<file path="config.mk">
export PLATFORM = sky130hd
export DESIGN_NAME = multi_slot_event_timer_table_flat
export DESIGN_NICKNAME = d
export VERILOG_FILES = /design/src/sv/mset_pkg.sv /design/src/sv/mset_if.sv /design/src/sv/multi_slot_event_timer_table.sv /design/src/flat_wrapper.sv
export SDC_FILE = /design/constraint.sdc
export NUM_CORES = 1
export LEC_CHECK = 0
export ABC_CLOCK_PERIOD_IN_PS = 6300
export BUFFER_PORTS_ARGS = -buffer_cell sky130_fd_sc_hd__buf_2
export CAP_MARGIN = 15
export CORE_ASPECT_RATIO = 0.5
export CORE_MARGIN = 2
export CORE_UTILIZATION = 59
export CTS_CLUSTER_DIAMETER = 60
export DETAILED_ROUTE_END_ITERATION = 8
export GPL_ROUTABILITY_DRIVEN = 0
export PLACE_DENSITY = 0.84
export SYNTH_ARGS = -nofsm -noshare
export SYNTH_HDL_FRONTEND = slang
export SYNTH_SLANG_ARGS = --single-unit
export TNS_END_PERCENT = 50
</file>
<file path="constraint.sdc">
create_clock -name clk -period 6.3 [get_ports clk]
set_input_delay 0.63 -clock clk [delete_from_list [all_inputs] [get_ports clk]]
set_output_delay 0.63 -clock clk [all_outputs]
set_load 0.005 [all_outputs]
</file>
<file path="src/sv/mset_pkg.sv">
package mset_pkg;

    localparam int CFG_W    = 5;
    localparam int TARGET_W = 4;
    localparam int CMD_W    = 2;

    localparam logic [CFG_W-1:0] COUNT_RESET = 5'd16;

    typedef logic [CMD_W-1:0] cmd_t;

    localparam cmd_t CMD_START   = 2'd0;
    localparam cmd_t CMD_STOP    = 2'd1;
    localparam cmd_t CMD_ADVANCE = 2'd2;

    typedef enum logic [2:0] {
        ST_IDLE,
        ST_READ,
        ST_ADD,
        ST_UPD,
        ST_FLUSH
    } state_t;

endpackage

</file>
<file path="src/sv/mset_if.sv">
interface mset_req_if
    import mset_pkg::*;
#(
    parameter int EVENT_BITS = 8,
    parameter int TIME_BITS  = 24
) ();

    logic                  valid;
    logic                  ready;
    cmd_t                  cmd;
    logic [EVENT_BITS-1:0] event_id;
    logic [TARGET_W-1:0]   target_id;
    logic [TIME_BITS-1:0]  amount_ms;
    logic                  periodic_mode;

    modport source (
        output valid, cmd, event_id, target_id, amount_ms, periodic_mode,
        input  ready
    );

    modport sink (
        input  valid, cmd, event_id, target_id, amount_ms, periodic_mode,
        output ready
    );

endinterface

interface mset_exp_if
    import mset_pkg::*;
#(
    parameter int EVENT_BITS = 8
) ();

    logic                  valid;
    logic                  ready;
    logic [EVENT_BITS-1:0] fired_event;
    logic [TARGET_W-1:0]   fired_target;
    logic                  last_of_run;

    modport source (
        output valid, fired_event, fired_target, last_of_run,
        input  ready
    );

    modport sink (
        input  valid, fired_event, fired_target, last_of_run,
        output ready
    );

endinterface

</file>
<file path="src/sv/multi_slot_event_timer_table.sv">
// Start: scans slots in ST_READ, up to the first free slot.
// Stop: each slot scanned goes through ST_READ (slot RAM read), then ST_ADD (event compare).
// Advance: each slot goes through ST_READ and ST_ADD, an eligible running slot also ST_UPD,
//   then one final ST_FLUSH; output stalls hold ST_UPD and ST_FLUSH. Ready again after.
// Async reset clears the sequencer, the used bits and sets the slot count to 16;
//   the slot RAM is not cleared.
module multi_slot_event_timer_table
    import mset_pkg::*;
#(
    parameter int NUM_SLOTS  = 16,
    parameter int EVENT_BITS = 8,
    parameter int TIME_BITS  = 24
) (
    input  logic             clk,
    input  logic             rst_n,
    input  logic             cfg_write_en,
    input  logic [CFG_W-1:0] cfg_write_data,
    mset_req_if.sink         request,
    mset_exp_if.source       expiry
);

    localparam int IDX_W  = (NUM_SLOTS > 1) ? $clog2(NUM_SLOTS) : 1;
    localparam int CLOG_N = $clog2(NUM_SLOTS + 1);
    localparam int CNT_W  = (CLOG_N > CFG_W) ? CLOG_N : CFG_W;
    localparam int ELAP_W = TIME_BITS + 1;
    localparam int SUM_W  = TIME_BITS + 2;

    typedef struct packed {
        logic [EVENT_BITS-1:0] evt;
        logic [TARGET_W-1:0]   target;
        logic [TIME_BITS-1:0]  period;
        logic                  rpt;
        logic [ELAP_W-1:0]     elapsed;
    } slot_t;

    state_t                state_reg, state_next;
    logic [IDX_W-1:0]      idx_reg, idx_next;
    logic [CFG_W-1:0]      count_reg;
    logic [NUM_SLOTS-1:0]  used_reg, used_next;
    logic                  pend_valid_reg, pend_valid_next;
    logic                  out_valid_reg, out_valid_next;

    cmd_t                  cmd_reg;
    logic [EVENT_BITS-1:0] evt_reg;
    logic [TARGET_W-1:0]   tgt_reg;
    logic [TIME_BITS-1:0]  amt_reg;
    logic                  per_reg;
    logic [ELAP_W-1:0]     sum_reg, sum_next;
    logic [EVENT_BITS-1:0] pend_evt_reg, pend_evt_next;
    logic [TARGET_W-1:0]   pend_tgt_reg, pend_tgt_next;
    logic [EVENT_BITS-1:0] out_evt_reg, out_evt_next;
    logic [TARGET_W-1:0]   out_tgt_reg, out_tgt_next;
    logic                  out_last_reg, out_last_next;

    slot_t                 slot_mem [NUM_SLOTS];
    slot_t                 rd_data_reg;
    slot_t                 mem_wdata;
    logic                  mem_we;

    logic                  accept;
    logic [CNT_W-1:0]      cnt_ext;
    logic [CNT_W-1:0]      scan_lim;
    logic                  idx_last;
    logic [SUM_W-1:0]      sum_full;
    logic [ELAP_W-1:0]     sum_sat;
    logic                  elig;
    logic [SUM_W-1:0]      diff;
    logic                  fire;
    logic [ELAP_W-1:0]     new_elapsed;
    logic                  out_free;

    assign request.ready       = (state_reg == ST_IDLE);
    assign accept              = request.valid && request.ready;
    assign expiry.valid        = out_valid_reg;
    assign expiry.fired_event  = out_evt_reg;
    assign expiry.fired_target = out_tgt_reg;
    assign expiry.last_of_run  = out_last_reg;

    assign cnt_ext  = CNT_W'(count_reg);
    assign scan_lim = (cnt_ext > CNT_W'(NUM_SLOTS)) ? CNT_W'(NUM_SLOTS) : cnt_ext;
    assign idx_last = (CNT_W'(idx_reg) + CNT_W'(1)) >= scan_lim;

    // adder / subtractor datapath for advance
    assign sum_full    = {1'b0, rd_data_reg.elapsed} + SUM_W'(amt_reg);
    assign sum_sat     = sum_full[SUM_W-1] ? {ELAP_W{1'b1}} : sum_full[ELAP_W-1:0];
    assign elig        = used_reg[idx_reg]
                         && (rd_data_reg.elapsed < ELAP_W'(rd_data_reg.period));
    assign diff        = {1'b0, sum_reg} - SUM_W'(rd_data_reg.period);
    assign fire        = !diff[SUM_W-1];
    assign new_elapsed = (fire && rd_data_reg.rpt) ? diff[ELAP_W-1:0] : sum_reg;
    assign out_free    = !out_valid_reg || expiry.ready;

    always_comb
    begin
        state_next      = state_reg;
        idx_next        = idx_reg;
        used_next       = used_reg;
        pend_valid_next = pend_valid_reg;
        out_valid_next  = out_valid_reg && !expiry.ready;
        sum_next        = sum_reg;
        pend_evt_next   = pend_evt_reg;
        pend_tgt_next   = pend_tgt_reg;
        out_evt_next    = out_evt_reg;
        out_tgt_next    = out_tgt_reg;
        out_last_next   = out_last_reg;
        mem_we          = 1'b0;
        mem_wdata       = rd_data_reg;

        unique case (state_reg)
            ST_IDLE:
            begin
                idx_next = '0;
                if (request.valid && (scan_lim != '0)
                    && ((request.cmd == CMD_START) || (request.cmd == CMD_STOP)
                        || (request.cmd == CMD_ADVANCE)))
                begin
                    state_next = ST_READ;
                end
            end

            ST_READ:
            begin
                if (cmd_reg == CMD_START)
                begin
                    if (!used_reg[idx_reg])
                    begin
                        mem_we            = 1'b1;
                        mem_wdata.evt     = evt_reg;
                        mem_wdata.target  = tgt_reg;
                        mem_wdata.period  = amt_reg;
                        mem_wdata.rpt     = per_reg;
                        mem_wdata.elapsed = '0;
                        used_next[idx_reg] = 1'b1;
                        state_next        = ST_IDLE;
                    end
                    else if (idx_last)
                    begin
                        state_next = ST_IDLE;
                    end
                    else
                    begin
                        idx_next = idx_reg + IDX_W'(1);
                    end
                end
                else
                begin
                    state_next = ST_ADD;
                end
            end

            ST_ADD:
            begin
                if (cmd_reg == CMD_STOP)
                begin
                    if (used_reg[idx_reg] && (rd_data_reg.evt == evt_reg))
                    begin
                        used_next[idx_reg] = 1'b0;
                        state_next         = ST_IDLE;
                    end
                    else if (idx_last)
                    begin
                        state_next = ST_IDLE;
                    end
                    else
                    begin
                        idx_next   = idx_reg + IDX_W'(1);
                        state_next = ST_READ;
                    end
                end
                else if (elig)
                begin
                    sum_next   = sum_sat;
                    state_next = ST_UPD;
                end
                else if (idx_last)
                begin
                    state_next = ST_FLUSH;
                end
                else
                begin
                    idx_next   = idx_reg + IDX_W'(1);
                    state_next = ST_READ;
                end
            end

            ST_UPD:
            begin
                if (!(fire && pend_valid_reg && !out_free))
                begin
                    mem_we            = 1'b1;
                    mem_wdata.elapsed = new_elapsed;
                    if (fire)
                    begin
                        if (pend_valid_reg)
                        begin
                            out_valid_next = 1'b1;
                            out_evt_next   = pend_evt_reg;
                            out_tgt_next   = pend_tgt_reg;
                            out_last_next  = 1'b0;
                        end
                        pend_valid_next = 1'b1;
                        pend_evt_next   = rd_data_reg.evt;
                        pend_tgt_next   = rd_data_reg.target;
                    end
                    if (idx_last)
                    begin
                        state_next = ST_FLUSH;
                    end
                    else
                    begin
                        idx_next   = idx_reg + IDX_W'(1);
                        state_next = ST_READ;
                    end
                end
            end

            ST_FLUSH:
            begin
                if (!pend_valid_reg)
                begin
                    state_next = ST_IDLE;
                end
                else if (out_free)
                begin
                    out_valid_next  = 1'b1;
                    out_evt_next    = pend_evt_reg;
                    out_tgt_next    = pend_tgt_reg;
                    out_last_next   = 1'b1;
                    pend_valid_next = 1'b0;
                    state_next      = ST_IDLE;
                end
            end

            default:
            begin
                state_next = ST_IDLE;
            end
        endcase
    end

    always_ff @(posedge clk or negedge rst_n)
    begin
        if (!rst_n)
        begin
            state_reg      <= ST_IDLE;
            idx_reg        <= '0;
            count_reg      <= COUNT_RESET;
            used_reg       <= '0;
            pend_valid_reg <= 1'b0;
            out_valid_reg  <= 1'b0;
        end
        else
        begin
            state_reg      <= state_next;
            idx_reg        <= idx_next;
            used_reg       <= used_next;
            pend_valid_reg <= pend_valid_next;
            out_valid_reg  <= out_valid_next;
            if (cfg_write_en)
            begin
                count_reg <= cfg_write_data;
            end
        end
    end

    always_ff @(posedge clk)
    begin
        sum_reg      <= sum_next;
        pend_evt_reg <= pend_evt_next;
        pend_tgt_reg <= pend_tgt_next;
        out_evt_reg  <= out_evt_next;
        out_tgt_reg  <= out_tgt_next;
        out_last_reg <= out_last_next;
        if (accept)
        begin
            cmd_reg <= request.cmd;
            evt_reg <= request.event_id;
            tgt_reg <= request.target_id;
            amt_reg <= request.amount_ms;
            per_reg <= request.periodic_mode;
        end
    end

    // slot RAM: one write port, one registered read port
    always_ff @(posedge clk)
    begin
        if (mem_we)
        begin
            slot_mem[idx_reg] <= mem_wdata;
        end
        rd_data_reg <= slot_mem[idx_reg];
    end

endmodule

</file>
<file path="src/flat_wrapper.sv">
// flat-port wrapper written by rule: the top's interface ports become plain ports
module multi_slot_event_timer_table_flat import mset_pkg::*;
#(
    parameter int NUM_SLOTS  = 16,
    parameter int EVENT_BITS = 8,
    parameter int TIME_BITS  = 24
)
  (clk, rst_n, cfg_write_en, cfg_write_data, request_valid, request_cmd, request_event_id, request_target_id, request_amount_ms, request_periodic_mode, request_ready, expiry_valid, expiry_fired_event, expiry_fired_target, expiry_last_of_run, expiry_ready);
  mset_req_if #(.EVENT_BITS(EVENT_BITS), .TIME_BITS(TIME_BITS)) request_i ();
  mset_exp_if #(.EVENT_BITS(EVENT_BITS)) expiry_i ();
  input  logic clk;
  input  logic rst_n;
  input  logic cfg_write_en;
  input  logic [CFG_W-1:0] cfg_write_data;
  input wire logic [$bits(request_i.valid)-1:0] request_valid;
  input wire logic [$bits(request_i.cmd)-1:0] request_cmd;
  input wire logic [$bits(request_i.event_id)-1:0] request_event_id;
  input wire logic [$bits(request_i.target_id)-1:0] request_target_id;
  input wire logic [$bits(request_i.amount_ms)-1:0] request_amount_ms;
  input wire logic [$bits(request_i.periodic_mode)-1:0] request_periodic_mode;
  output wire logic [$bits(request_i.ready)-1:0] request_ready;
  output wire logic [$bits(expiry_i.valid)-1:0] expiry_valid;
  output wire logic [$bits(expiry_i.fired_event)-1:0] expiry_fired_event;
  output wire logic [$bits(expiry_i.fired_target)-1:0] expiry_fired_target;
  output wire logic [$bits(expiry_i.last_of_run)-1:0] expiry_last_of_run;
  input wire logic [$bits(expiry_i.ready)-1:0] expiry_ready;
  assign request_i.valid = request_valid;
  assign request_i.cmd = request_cmd;
  assign request_i.event_id = request_event_id;
  assign request_i.target_id = request_target_id;
  assign request_i.amount_ms = request_amount_ms;
  assign request_i.periodic_mode = request_periodic_mode;
  assign request_ready = request_i.ready;
  assign expiry_valid = expiry_i.valid;
  assign expiry_fired_event = expiry_i.fired_event;
  assign expiry_fired_target = expiry_i.fired_target;
  assign expiry_last_of_run = expiry_i.last_of_run;
  assign expiry_i.ready = expiry_ready;
  multi_slot_event_timer_table #(.NUM_SLOTS(NUM_SLOTS), .EVENT_BITS(EVENT_BITS), .TIME_BITS(TIME_BITS)) u_core (.clk(clk), .rst_n(rst_n), .cfg_write_en(cfg_write_en), .cfg_write_data(cfg_write_data), .request(request_i), .expiry(expiry_i));
endmodule
</file>
==> out/metrics.cfg <==
[logic_synthesis]
synth.distinct_cells=66
syn-cell-area_um2=46800
synth_top_family_by_area=multiplexers
yosysWarnings=0
synth_xor_area_frac=0.00842
avgSynthCellArea_um2=20.2
yosys.area_share.simple=0.0246
ys_seq_area_frac=0.736
synth-edff-count=1081
synthCells=2312
synth_compound_area_frac=0.0340
async_flop_share=0.0256
synth.area.mux_share=0.162
synth-seq-cells=1173
synth_fa_ha_area_frac=0.0222
syn_nets=2443
ys.flop_type=edfxtp_1

[placement]
dp_hpwl_mm=60.7
portBuffers=63

[clock_network]
cts.htree.levels=3
clock_sinks=1173
postCtsSetupBuffers=0
cts.path.max_buffers=3
cts_tree=yes
path_clk_slew_ps=70
clk_latency_ps=690
numCtsBuffers=94
cts-root-buf=clkbuf_16
hold_buffers=1
cts_resized=0

[timing]
worstMarginPinSlew_ps=1220
grt_setup_unrepaired=false
fmax_mhz=213
period_minus_slack_ps=4700
hold_viol=0
fin_hold_ws_ps=122
timing.final.crit_share=0.746
drv_slew=0
slew-limit-headroom=0.188
fin_skew_ps=22.5
finalSetupTns_ps=0
setup_viol=0

[setup_path]
cp.required_ps=6630
endpoint_kind=flip-flop
crit_type=reg -> reg
crit_fanout=16
start_kind=flip-flop
ff2ff_setup_slack_ps=1600
cp.arrival_ps=5030

[power_and_ir_drop]
p_leak_nw=16.9
p_sw_frac=0.308
pwr-share-comb=0.290
peakVddDrop_mv=0.360
p_sw_mw=7.38
powerDensity_nw_per_um2=461
pwr-share-seq=0.452
p_clk_frac=0.258
p_int_mw=16.6

[run]
cap_violations=0

[grt]
grt_max_degree=95
track_usage=0.278
antenna_found_initial=2
grt_pass1_wl_mm=165
grt_pass1_vias=25100
grt_overflow=0

[detailed_routing]
ant_nets=0
drtPass1Iterations=6
wl_per_cell_um=31.2
wl_mm=111
vias=24500
avgViaCountPerCell=6.89
drc=0
first_iter_violations=3667

[final_layout]
multiInputGateArea_um2=11900
drive_above_1_share=0.260
fin_util=0.666
final_cell_mix=edfxtp_1, mux4_2, clkbuf_16
layout.nets=2570
area_delta_synth_final_pct=11.0
fillers=4467
largest_reg_flops=992
final_common_cell=edfxtp_1
seqCellArea_um2=34500

[floorplanning]
fp-row-count=72
die_h_um=203
coreArea_um2=77900
io_pins=64
die_x_um=402
dieArea_um2=81700
initial_core_util=0.601

[min_path]
hp-class=in -> reg

[status]
status=finished, final reports clean

-- Yosys cell counts, drive strengths merged, types with 31 or more instances --
master / count / share of area
a21oi: 72 / 0.0077
buf: 44 / 0.0040
clkbuf: 54 / 0.0043
dfxtp: 62 / 0.027
edfxtp: 1081 / 0.69
ha: 80 / 0.021
inv: 50 / 0.0040
mux2: 41 / 0.0099
mux4: 314 / 0.15
nand2: 76 / 0.0061
nand3: 31 / 0.0033
nor2: 62 / 0.0050
o21ai: 82 / 0.0088
-- power groups by stage --
| stage | logic, mW | registers [mW] | clock network [mW] |
|---|---|---|---|
| 6_report | 6.94 | 10.8 | 6.17 |
| 4_1_cts | 6.84 | 10.8 | 6.22 |
| 3_3_place_gp | 6.38 | 10.9 | 0 |
| 5_1_grt | 7.45 | 10.9 | 6.50 |
| 2_1_floorplan | 4.93 | 10.6 | 0 |
| 3_5_place_dp | 6.67 | 11.0 | 0 |
-- worst max-delay path, stage by stage (launching register included) --
cell	delay [ps]
edfxtp_1	400
ha_1	360
and2_4	200
a22o_1	240
a222oi_1	650
nand3_1	240
a21o_1	280
a21oi_1	960
a21oi_1	90
a21oi_1	920
-- final cells by class --
type | instances | area share
multi-input cells | 991 | 0.229
repair buffers | 129 | 0.0171
clock inverters | 57 | 0.0116
flip-flops and latches | 1173 | 0.664
well taps | 1036 | 0.0250
diodes | 1 | 0.0000482
inverters | 50 | 0.00366
clock buffers | 120 | 0.0499
-- worst paths after layout --
kind                                             start                           end  cells after the start
worst max-delay path                 u_core.sum_reg[8]        u_core.slot_mem[5][16]                      9
worst min-delay path             request_amount_ms[22]            u_core.amt_reg[22]                      1
worst max register to register       u_core.sum_reg[8]        u_core.slot_mem[5][16]                      9
worst min register to register  u_core.pend_evt_reg[4]  u_core.expiry.fired_event[4]                      0
max in group asynchronous                        rst_n             u_core.idx_reg[2]                      2
min in group asynchronous                        rst_n             u_core.cnt_ext[3]                      2
-- kinds of logic (layout without fill, tap and decap cells) --
family,after synthesis,after routing
XOR/XNOR,45,45
adder cells (fa/ha/maj),82,82
other,0,1
AND/OR/NAND/NOR,244,244
AO/OA/AOI/OAI,259,259
buffers and inverters,148,356
flip-flops,1173,1173
multiplexers,361,361
-- per-layer routing --
metal	track usage	share of wire	up-vias
met5	0	0.000072	-
met4	0.114	0.044	2
met3	0.0601	0.11	315
met2	0.447	0.48	1833
met1	0.378	0.36	12600
li1	-	-	9770
-- per-stage QoR --
step                area [um^2]  setup slack [ps]  std cells  power, mW
global route              51900              1480       3556       24.8
detailed placement        48700              1760       3373       17.6
CTS                       51900              1470       3551       23.9
finish                    51900              1600       3557       23.9
floorplan                 46800               664       2312       15.6
global placement          48700              2020       3369       17.3
(Power assumes the default switching activity.)
